## src/trfp_pkg.sv

```systemverilog
package trfp_pkg;

  localparam int unsigned MAX_BODY_BYTES = 4096;

  localparam int unsigned BYTE_W   = 8;
  localparam int unsigned LEN_W    = 13;
  localparam int unsigned HLEN_W   = 16;
  localparam int unsigned POS_W    = 11;
  localparam int unsigned CFG_IDX_W = 2;

  localparam logic [LEN_W-1:0]  MAXLEN_RESET      = 13'd4096;
  localparam logic [BYTE_W-1:0] SYNC_RESET        = 8'h5a;
  localparam logic [BYTE_W-1:0] TAG_RESET         = 8'h40;
  localparam logic [HLEN_W-1:0] TOUCH_PAYLOAD_LEN = 16'd5;
  localparam logic [BYTE_W-1:0] TOUCH_CLASS       = 8'd1;
  localparam logic [LEN_W-1:0]  MIN_BODY_LEN      = 13'd4;
  localparam logic [LEN_W-1:0]  MIN_TOUCH_LEN     = 13'd9;
  localparam logic [HLEN_W-1:0] MAX_BODY_LEN      = HLEN_W'(MAX_BODY_BYTES);

  typedef enum logic [CFG_IDX_W-1:0] {
    CFG_MAX_BODY_LEN = 2'd0,
    CFG_SYNC_VALUE   = 2'd1,
    CFG_TOUCH_TAG    = 2'd2
  } cfg_idx_t;

  typedef enum logic [2:0] {
    ST_TOUCH_OK  = 3'd0,
    ST_BAD_SYNC  = 3'd1,
    ST_BAD_LEN   = 3'd2,
    ST_BAD_TOUCH = 3'd3,
    ST_NON_TOUCH = 3'd4
  } status_t;

  typedef enum logic [3:0] {
    BI_CLASS   = 4'd0,
    BI_PLEN_LO = 4'd1,
    BI_PLEN_HI = 4'd2,
    BI_CONTENT = 4'd3,
    BI_FLAGS   = 4'd4,
    BI_X_LO    = 4'd5,
    BI_X_HI    = 4'd6,
    BI_Y_LO    = 4'd7,
    BI_Y_HI    = 4'd8
  } body_idx_t;

endpackage

```

## src/touch_report_frame_parser.sv

```systemverilog
// Path: the last byte of a frame (or header byte three on a header error) passes the
// input stage, and its result is then registered in the output register (out_valid).
// Throughput: one byte per cycle; the input stage holds a byte only while it carries
// a result and the output register is full and stalled.
// Reset (synchronous, rst_n low): configuration returns to its defaults, the parser
// expects a header byte zero, and the input and output stages are empty.
module touch_report_frame_parser (
  input  logic                               clk,
  input  logic                               rst_n,
  input  logic                               in_valid,
  output logic                               in_stall,
  input  logic [trfp_pkg::BYTE_W-1:0]        in_rx_byte,
  input  logic                               in_frame_start,
  output logic                               out_valid,
  input  logic                               out_stall,
  output logic [2:0]                         out_frame_status,
  output logic [trfp_pkg::BYTE_W-1:0]        out_class_code,
  output logic                               out_touch_down,
  output logic [trfp_pkg::POS_W-1:0]         out_pos_x,
  output logic [trfp_pkg::POS_W-1:0]         out_pos_y,
  input  logic                               cfg_valid,
  output logic                               cfg_ready,
  input  logic [trfp_pkg::CFG_IDX_W-1:0]     cfg_index,
  input  logic [trfp_pkg::LEN_W-1:0]         cfg_wdata
);
  import trfp_pkg::*;

  logic [LEN_W-1:0]  max_len_r;
  logic [BYTE_W-1:0] sync_r;
  logic [BYTE_W-1:0] tag_r;

  logic              s1_vld_r, s1_vld_nxt;
  logic [BYTE_W-1:0] s1_byte_r;
  logic              s1_start_r;

  logic              in_body_r, in_body_nxt;
  logic [LEN_W-1:0]  byte_index_r, byte_index_nxt;
  logic [BYTE_W-1:0] hdr1_r, hdr1_nxt;
  logic [5:0]        hdr2_r, hdr2_nxt;
  logic [LEN_W-1:0]  body_len_r, body_len_nxt;
  logic [BYTE_W-1:0] class_r, class_nxt;
  logic [HLEN_W-1:0] plen_r, plen_nxt;
  logic [BYTE_W-1:0] content_r, content_nxt;
  logic              flag_r, flag_nxt;
  logic [POS_W-1:0]  x_r, x_nxt;
  logic [POS_W-1:0]  y_r, y_nxt;

  logic              out_vld_r, out_vld_nxt;
  status_t           out_status_r, res_status;
  logic [BYTE_W-1:0] out_class_r, res_class;
  logic              out_td_r, res_td;
  logic [POS_W-1:0]  out_x_r, res_x;
  logic [POS_W-1:0]  out_y_r, res_y;

  logic              in_acc;
  logic              s1_go;
  logic              res_valid;
  logic [LEN_W-1:0]  idx;
  logic [HLEN_W-1:0] hdr_len;
  logic [LEN_W:0]    idx_inc;
  logic              touch_ok;

  assign cfg_ready = 1'b1;

  always_ff @(posedge clk) begin
    if (!rst_n) begin
      max_len_r <= MAXLEN_RESET;
      sync_r    <= SYNC_RESET;
      tag_r     <= TAG_RESET;
    end else if (cfg_valid && cfg_ready) begin
      unique case (cfg_index)
        CFG_MAX_BODY_LEN: max_len_r <= cfg_wdata;
        CFG_SYNC_VALUE:   sync_r    <= cfg_wdata[BYTE_W-1:0];
        CFG_TOUCH_TAG:    tag_r     <= cfg_wdata[BYTE_W-1:0];
        default: ;
      endcase
    end
  end

  assign s1_go    = s1_vld_r && (!res_valid || !out_vld_r || !out_stall);
  assign in_stall = s1_vld_r && !s1_go;
  assign in_acc   = in_valid && !in_stall;

  always_comb begin
    s1_vld_nxt = s1_vld_r;
    if (in_acc) begin
      s1_vld_nxt = 1'b1;
    end else if (s1_go) begin
      s1_vld_nxt = 1'b0;
    end
  end

  assign idx     = s1_start_r ? '0 : byte_index_r;
  assign hdr_len = {hdr2_r, hdr1_r, 2'b00};
  assign idx_inc = {1'b0, idx} + (LEN_W+1)'(1);

  always_comb begin
    in_body_nxt    = in_body_r;
    byte_index_nxt = byte_index_r;
    hdr1_nxt       = hdr1_r;
    hdr2_nxt       = hdr2_r;
    body_len_nxt   = body_len_r;
    class_nxt      = class_r;
    plen_nxt       = plen_r;
    content_nxt    = content_r;
    flag_nxt       = flag_r;
    x_nxt          = x_r;
    y_nxt          = y_r;
    res_valid      = 1'b0;
    res_status     = ST_TOUCH_OK;
    res_class      = '0;
    res_td         = 1'b0;
    res_x          = '0;
    res_y          = '0;
    touch_ok       = 1'b0;
    if (s1_start_r || !in_body_r) begin
      in_body_nxt = 1'b0;
      case (idx[1:0])
        2'd0: begin
          byte_index_nxt = LEN_W'(1);
        end
        2'd1: begin
          hdr1_nxt       = s1_byte_r;
          byte_index_nxt = LEN_W'(2);
        end
        2'd2: begin
          hdr2_nxt       = s1_byte_r[5:0];
          byte_index_nxt = LEN_W'(3);
        end
        default: begin
          byte_index_nxt = '0;
          if (s1_byte_r != sync_r) begin
            res_valid  = 1'b1;
            res_status = ST_BAD_SYNC;
          end else if (hdr_len < HLEN_W'(MIN_BODY_LEN) ||
                       hdr_len > {{(HLEN_W-LEN_W){1'b0}}, max_len_r} ||
                       hdr_len > MAX_BODY_LEN) begin
            res_valid  = 1'b1;
            res_status = ST_BAD_LEN;
          end else begin
            in_body_nxt  = 1'b1;
            body_len_nxt = hdr_len[LEN_W-1:0];
          end
        end
      endcase
    end else begin
      case (idx)
        LEN_W'(BI_CLASS): begin
          class_nxt   = s1_byte_r;
          plen_nxt    = '0;
          content_nxt = '0;
          flag_nxt    = 1'b0;
          x_nxt       = '0;
          y_nxt       = '0;
        end
        LEN_W'(BI_PLEN_LO): plen_nxt    = {8'd0, s1_byte_r};
        LEN_W'(BI_PLEN_HI): plen_nxt    = {s1_byte_r, plen_r[7:0]};
        LEN_W'(BI_CONTENT): content_nxt = s1_byte_r;
        LEN_W'(BI_FLAGS):   flag_nxt    = s1_byte_r[0];
        LEN_W'(BI_X_LO):    x_nxt       = {x_r[POS_W-1:3], s1_byte_r[7:5]};
        LEN_W'(BI_X_HI):    x_nxt       = {s1_byte_r, x_r[2:0]};
        LEN_W'(BI_Y_LO):    y_nxt       = {y_r[POS_W-1:3], s1_byte_r[7:5]};
        LEN_W'(BI_Y_HI):    y_nxt       = {s1_byte_r, y_r[2:0]};
        default: ;
      endcase
      if (idx_inc < {1'b0, body_len_r}) begin
        byte_index_nxt = idx_inc[LEN_W-1:0];
      end else begin
        in_body_nxt    = 1'b0;
        byte_index_nxt = '0;
        res_valid      = 1'b1;
        res_class      = class_nxt;
        touch_ok       = body_len_r >= MIN_TOUCH_LEN && plen_nxt == TOUCH_PAYLOAD_LEN &&
                         content_nxt == tag_r;
        if (class_nxt != TOUCH_CLASS) begin
          res_status = ST_NON_TOUCH;
        end else if (!touch_ok) begin
          res_status = ST_BAD_TOUCH;
        end else begin
          res_status = ST_TOUCH_OK;
          res_td     = flag_nxt;
          if (flag_nxt) begin
            res_x = x_nxt;
            res_y = y_nxt;
          end
        end
      end
    end
  end

  always_comb begin
    out_vld_nxt = out_vld_r;
    if (s1_go && res_valid) begin
      out_vld_nxt = 1'b1;
    end else if (!out_stall) begin
      out_vld_nxt = 1'b0;
    end
  end

  always_ff @(posedge clk) begin
    if (!rst_n) begin
      s1_vld_r     <= 1'b0;
      out_vld_r    <= 1'b0;
      in_body_r    <= 1'b0;
      byte_index_r <= '0;
      hdr1_r       <= '0;
      hdr2_r       <= '0;
      body_len_r   <= '0;
      class_r      <= '0;
      plen_r       <= '0;
      content_r    <= '0;
      flag_r       <= 1'b0;
      x_r          <= '0;
      y_r          <= '0;
    end else begin
      s1_vld_r  <= s1_vld_nxt;
      out_vld_r <= out_vld_nxt;
      if (s1_go) begin
        in_body_r    <= in_body_nxt;
        byte_index_r <= byte_index_nxt;
        hdr1_r       <= hdr1_nxt;
        hdr2_r       <= hdr2_nxt;
        body_len_r   <= body_len_nxt;
        class_r      <= class_nxt;
        plen_r       <= plen_nxt;
        content_r    <= content_nxt;
        flag_r       <= flag_nxt;
        x_r          <= x_nxt;
        y_r          <= y_nxt;
      end
    end
  end

  always_ff @(posedge clk) begin
    if (in_acc) begin
      s1_byte_r  <= in_rx_byte;
      s1_start_r <= in_frame_start;
    end
    if (s1_go && res_valid) begin
      out_status_r <= res_status;
      out_class_r  <= res_class;
      out_td_r     <= res_td;
      out_x_r      <= res_x;
      out_y_r      <= res_y;
    end
  end

  assign out_valid        = out_vld_r;
  assign out_frame_status = out_status_r;
  assign out_class_code   = out_class_r;
  assign out_touch_down   = out_td_r;
  assign out_pos_x        = out_x_r;
  assign out_pos_y        = out_y_r;

`ifndef SYNTHESIS
  a_body_index: assert property (@(posedge clk) disable iff (!rst_n)
    in_body_r |-> byte_index_r < body_len_r)
    else $error("body byte index beyond body length");

  a_hdr_index: assert property (@(posedge clk) disable iff (!rst_n)
    !in_body_r |-> byte_index_r < LEN_W'(4))
    else $error("header byte index out of range");

  a_body_len: assert property (@(posedge clk) disable iff (!rst_n)
    in_body_r |-> (body_len_r >= MIN_BODY_LEN &&
                   {{(HLEN_W-LEN_W){1'b0}}, body_len_r} <= MAX_BODY_LEN))
    else $error("body length outside accepted range");

  a_stall_cause: assert property (@(posedge clk) disable iff (!rst_n)
    in_stall |-> (s1_vld_r && res_valid && out_vld_r && out_stall))
    else $error("input stalled without a blocked result");

  a_err_clear: assert property (@(posedge clk) disable iff (!rst_n)
    (out_valid && out_frame_status != ST_TOUCH_OK) |->
      (!out_touch_down && out_pos_x == '0 && out_pos_y == '0))
    else $error("error result carries touch data");
`endif

endmodule
```

## config.mk

```make
export PLATFORM = sky130hd
export DESIGN_NAME = touch_report_frame_parser
export DESIGN_NICKNAME = d
export VERILOG_FILES = /design/src/trfp_pkg.sv /design/src/touch_report_frame_parser.sv
export SDC_FILE = /design/constraint.sdc
export NUM_CORES = 1
export LEC_CHECK = 0
export BUFFER_PORTS_ARGS = -buffer_cell sky130_fd_sc_hd__buf_4
export CORE_UTILIZATION = 47
export CTS_BUF_LIST = sky130_fd_sc_hd__clkbuf_4 sky130_fd_sc_hd__clkbuf_8 sky130_fd_sc_hd__clkbuf_16
export CTS_CLUSTER_SIZE = 25
export DETAILED_ROUTE_END_ITERATION = 8
export HOLD_SLACK_MARGIN = 0.12
export PLACE_DENSITY_LB_ADDON = 0.05
export RECOVER_POWER = 25
export SYNTH_ARGS = -nofsm -noshare
export SYNTH_HDL_FRONTEND = slang
export SYNTH_SLANG_ARGS = --single-unit
```

## constraint.sdc

```tcl
create_clock -name clk -period 12.13 [get_ports clk]
set_clock_uncertainty 0.1 [all_clocks]
set_input_delay 0.6065 -clock clk [delete_from_list [all_inputs] [get_ports clk]]
set_output_delay 0.6065 -clock clk [all_outputs]
set_load 0.02 [all_outputs]
```

# [Yosys cells after proc, flatten, opt, wreduce, memory -nomap -nowiden]
# Cells that the tools add are included.
[op_classes] addsub=1 multipliers=0 n_div=0 n_lt_le_gt_ge=5 n_eq_ne=18 shift=0 mux=35 bitwise_logic=6 reduce_logical=33
[op_table] cell="$pmux 11 s3" count=2
[op_table] cell="$eq 13x3->1 const B" count=4
[op_table] cell="$pmux 16 s3" count=1
[op_table] cell="$mux 13" count=3
[op_table] cell="$eq 13x2->1 const B" count=2
[op_table] cell="$mux 8" count=3
[op_table] cell="$eq 16x3->1 const B" count=1
[op_table] cell="$gt 16x13->1" count=1
[op_table] cell="$gt 16x13->1 const B" count=1
[op_table] cell="$lt 16x3->1 const B" count=1
[op_table] cell="$mux 16" count=1
[op_table] cell="$pmux 8 s2" count=1
[op_table] cell="$mux 1" count=15
[op_table] cell="$add 13x1->14 const B" count=1
[op_table] cell="$lt 14x13->1" count=1
[op_table] cell="$eq 13x1->1 const B" count=1
[op_table] cell="$eq 13x4->1 const B" count=1
[op_table] cell="$ge 13x4->1 const B" count=1
[op_table] cell="$logic_not 13->1" count=1
[op_table] cell="$reduce_and 2->1" count=5
[op_table] cell="$mux 3" count=3
[op_table] cell="$eq 8x8->1" count=1
[op_table] cell="$mux 2" count=4
[op_table] cell="$ne 8x1->1 const B" count=1
[op_table] cell="19 further kinds" count=42
[totals] register_bits=168 latchBits=0 mem_bits_rw=0 mem_bits_ro=0 in_bits=29 out_inout_bits=37 elab_cells=121 memories=0

# [Longest topological paths before layout]
[depth] word_depth=16 mapped_depth=21 depth_no_buf=16

# [Worst setup path after synthesis]
# OpenSTA, ideal clock, no wires.
[synth_path] path_type="flip-flop to flip-flop" from="reg s1_start_r" to="reg out_class_r[0] (netlist: out_class_code[0]) (enable)" setup_ps=425 arrival_time_ps=5099 required_time_ps=11605 slack_ps=6506 path_stages_with_launch=19 path_buffers=5 period_less_slack_ps=5624 cell_sequence="edfxtp_1 -> clkbuf_1 -> buf_1 -> nand2b_1 -> inv_1 -> ha_1 -> buf_2 -> nand3_1 -> xor2_1 -> nor2_1 -> ha_1 -> or4b_1 -> o221ai_1 -> o2111ai_1 -> a22oi_1 -> o21ai_1 -> buf_2 -> buf_2 -> nor2_1"
[synth_between] elab_chain_len=10 elab_cells_between_ends=16 classes_between="1 x add/sub; 1 x order compare; 2 x eq/ne; 4 x mux; 8 x reduce/logical"
[synth_lines] item="start, declared" line_no="touch_report_frame_parser.sv:34" text="logic s1_start_r;"
[synth_lines] item="start signal, assigned" line_no="touch_report_frame_parser.sv:237" text="s1_start_r <= in_frame_start;"
[synth_lines] item="$mux 13" line_no="touch_report_frame_parser.sv:93" text="assign idx = s1_start_r ? '0 : byte_index_r;"
[synth_lines] item="$add 13x1->14, or another cell as far along" line_no="touch_report_frame_parser.sv:95" text="assign idx_inc = {1'b0, idx} + (LEN_W+1)'(1);"
[synth_lines] item="$lt 14x13->1 or $reduce_or 3->1 (tied branches)"
[synth_lines] item="$mux 1, on equally long branches" line_no="touch_report_frame_parser.sv:166, touch_report_frame_parser.sv:118"
[synth_lines] item="$mux 1 *" line_no="touch_report_frame_parser.sv:116" text="if (s1_start_r || !in_body_r) begin"
[synth_lines] item="$logic_not 1->1" line_no="touch_report_frame_parser.sv:80" text="assign s1_go = s1_vld_r && (!res_valid || !out_vld_r || !out_stall);"
[synth_lines] item="$logic_or 1x1->1 (2 in series)" line_no="touch_report_frame_parser.sv:80"
[synth_lines] item="$logic_and 1x1->1" line_no="touch_report_frame_parser.sv:80"
[synth_lines] item="$logic_and 1x1->1 *" line_no="touch_report_frame_parser.sv:239" text="if (s1_go && res_valid) begin"
[synth_lines] item="end signal, assigned" line_no="touch_report_frame_parser.sv:241" text="out_class_r <= res_class;"
[synth_lines] item="end, declared" line_no="touch_report_frame_parser.sv:50" text="logic [BYTE_W-1:0] out_class_r, res_class;"
# Mark *: on every way between the ends. The rest lies on a longest branch, timed or not.
# A chain may end at the register's enable or synchronous reset.

# [Final worst setup path]
[layout_path] from="reg s1_start_r" to="reg out_y_r[9] (netlist: out_pos_y[9]), data pin"
[layout_between] elab_chain_len=9 elab_cells_between_ends=28 classes_between="1 x add/sub; 1 x order compare; 9 x eq/ne; 10 x mux; 2 x bitwise; 5 x reduce/logical"
[layout_lines] item="branches (longest 9 deep; another with $add 13x1->14)"
[layout_lines] item="end signal, assigned" line_no="touch_report_frame_parser.sv:244" text="out_y_r <= res_y;"
[layout_lines] item="end, declared" line_no="touch_report_frame_parser.sv:53" text="logic [POS_W-1:0] out_y_r, res_y;"
# Several ways; the timed one is not identified. The select of a mux whose other input is x is not followed.

==> key figures <==
Layout
  – Layout cells sized above 1: 8.28%
  – Antenna diodes: 0
  – Number of fill cells: 1566
  – Layout Nets: 960
  – P&R area growth vs syn: 13.6%
  – Core Util, Final: 55.0%
  – Finished Layout Cells: 1138

Synthesis
  – Cells after synthesis: 868
  – Post-synth EDFFs: 43
  – Sequential share of the synthesized area: 47.1%
  – Largest family of logic cells by synthesized area: simple AND/OR/NAND/NOR gates
  – Yosys reg bits: 168
  – Synth Area in XOR/XNOR: 2.93%
  – Post-synthesis mux area share: 3.85%
  – Syn_nets: 923
  – Top cell type's share of synthesized area: 31.1%
  – Synth area leaders: dfxtp_1 31%, edfxtp_1 16%, nand2_1 6.0%, a22oi_1 4.3%, ha_1 4.0%
  – Post-synth top cells: 129 x nand2_1, 125 x dfxtp_1, 50 x nand3_1, 50 x nor2b_1, 46 x a22oi_1
  – Share of synthesized registers carrying an async set or reset: 0%
  – Largest area contributor in the netlist: dfxtp_1
  – Compound-Gate Fraction of Synth Area: 16.2%
  – Area share of and/or/nand/nor cells after synthesis: 21.6%
  – Adder-Cell Fraction of Synth Area: 4.04%
  – Top-count cell post-synth: nand2_1
  – Synth warn: 0
  – Syn avg cell area: 9.28 um^2
  – Primary FF master, synth: dfxtp_1
  – Post-Synthesis Cell Area: 0.00806 mm^2
  – Post-synthesis cell type count: 68

Drt
  – Routed WL: 20.0 mm
  – DR vias: 6442
  – Initial DRT Pass Iterations: 4
  – Routed met3 length: 693 um
  – Top sig layer: met4
  – Wire length per cell: 17.6 um
  – Post-route ant nets: 0
  – Via density: 5.66
  – Initial drt markers: 581
  – Remaining DRCs: 0
  – Length of routed met2 wiring: 9.50 mm
  – Wl on met1: 9.43 mm

Worst setup path
  – Critical path arrival: 5540 ps
  – Critical-path maximum fanout: 23
  – Startpoint types: flip-flop
  – Critical path class: flip-flop to flip-flop
  – CP required: 12260 ps
  – Crit end category: flip-flop

Timing
  – Max-slew headroom: -128%
  – Fmax: 185 MHz
  – Unrepaired setup endpoints after global routing: no
  – Hold Vio Cnt, Final: 0
  – Final Max Slew Viols: 143
  – Fin crit share: 44.6%
  – Final Critical Period: 5400 ps
  – Final setup violation count: 0
  – Setup TNS: 0 ps
  – Slew @ Worst Pin: 3430 ps

Clocking
  – Clk_lat worst skew: 430 ps
  – Cts hold-fix bufs: 0
  – Root Buffer: clkbuf_16
  – CTS resizes: 0
  – Sink Count: 168
  – Worst-path clk slew: 70 ps
  – Clock Path Buffers: 2
  – Setup repair bufs after CTS: 0
  – CTS H-tree lvls: 4
  – CTS tree: yes
  – Num CTS Buffers: 17

Placement
  – Post-DP HPWL: 13.9 mm
  – Port buffer count: 64
  – Placed insts: 1106
  – Routability cong.: 0.855

Power and ir drop
  – Leakage Power: 3.22 nW
  – Worst VDD drop: 0.118 mV
  – PD cells: 135 mW/mm^2
  – Power Total: 1.24 mW

Floorplanning
  – Die extent in x: 133 um
  – Core area: 0.0166 mm^2
  – Initial core utilization: 48.4%
  – DIE HEIGHT: 133 um
  – Ports: 66
  – FP Rows: 47
  – Total die area: 0.0177 mm^2

Flow run
  – Max-cap violation count: 2

Global routing
  – First-pass GRT wire length: 31.9 mm
  – GRT Util Overall: 23.2%
  – Initial antenna violation count: 0
  – Largest net degree at the start of global routing: 93
  – Global route total overflow: 0
  – Vias in the first global route: 6011

Run status
  – Failing checks: capacitance limit, slew limit
  – Outcome: finished with violations

Min path
  – Min-Delay Path Class: input port to flip-flop
flip-flops by register name (all words and copies together), names as in the netlist, 11 cells and up:
register,flops
plen_r,16
byte_index_r,13
max_len_r,13
body_len_r,11
out_pos_x,11
out_pos_y,11
x_r,11
y_r,11
area by class of cell:
cell class / count / area (um^2) / share of cell area [%]
multi-input cells: 613 / 3920 / 42.8
flip-flops and latches: 168 / 3790 / 41.5
clock buffers: 17 / 425 / 4.65
repair buffers: 75 / 413 / 4.51
well taps: 220 / 275 / 3.01
clock inverters: 15 / 210 / 2.30
inverters: 30 / 113 / 1.23
cells in the final DEF (no fill, tap or decap), types with 7 or more instances in the layout:
cell	synthesis	routed
buf_4	2	27
xnor2_1	7	7
nor2_1	36	35
nor4_1	11	11
nand2_1	129	129
a22oi_1	46	46
nor2b_1	50	50
dfxtp_1	125	125
nand3_1	50	50
mux2i_1	31	31
ha_1	26	26
o21ai_0	31	31
a21boi_0	33	33
nand4_1	8	8
inv_1	30	30
nor3_1	9	9
nand3b_1	13	13
clkbuf_16	0	17
clkbuf_1	40	40
xor2_1	20	20
a21oi_1	24	24
clkbuf_4	0	8
edfxtp_1	43	43
path summary, 6_finish.rpt:
path / depth (start not counted) / endpoint / slack (ps) / startpoint
setup / recovery: 16 / out_pos_y[9]$_SDFFCE_PP0P_ / 6730 / s1_start_r$_DFFE_PP_
hold / removal: 1 / s1_byte_r[6]$_DFFE_PP_ / 270 / in_rx_byte[6]
setup reg to reg: 16 / out_pos_y[9]$_SDFFCE_PP0P_ / 6730 / s1_start_r$_DFFE_PP_
hold reg to reg: 2 / plen_r[1]$_SDFFE_PN0P_ / 360 / plen_r[1]$_SDFFE_PN0P_
critical path, cell delays in order (launching register included):
cell	delay, ps
edfxtp_1	710
nand2b_1	350
inv_1	140
ha_1	420
and2_1	220
nand3_1	110
xor2_1	170
nor2_1	80
ha_1	350
nand3_1	120
nor2_1	120
o221ai_1	130
o2111ai_1	200
nand2_1	370
nor3_1	310
nand4bb_1	850
a21oi_1	440
per-layer routing:
metal	up-vias	track usage, %
met5	-	0
met4	0	9.51
met3	27	3.30
met2	162	37.1
met1	3099	31.6
li1	3154	-
stage by stage:
step	hold WS [ps]	worst slack [ps]	instance area, um^2
2_1_floorplan	326	6510	8060
3_3_place_gp	336	7130	8670
3_5_place_dp	343	6780	8670
4_1_cts	241	6730	9300
5_1_grt	256	6140	9150
6_report	273	6730	9150
power breakdown:
part / internal [mW] / switching, mW / total (mW)
sequential: 0.579 / 0.00896 / 0.588
clock: 0.350 / 0.236 / 0.586
combinational: 0.0255 / 0.0399 / 0.0654
cell families (layout without fill, tap and decap cells):
family | Yosys count | count (layout)
xor+xnor | 27 | 27
buf+inv | 87 | 137
flops | 168 | 168
fa+ha+maj | 26 | 26
simple gates | 342 | 342
mux | 31 | 31
other cells | 1 | 1
compound gates | 186 | 186
Power figures use the tool's default switching activity.
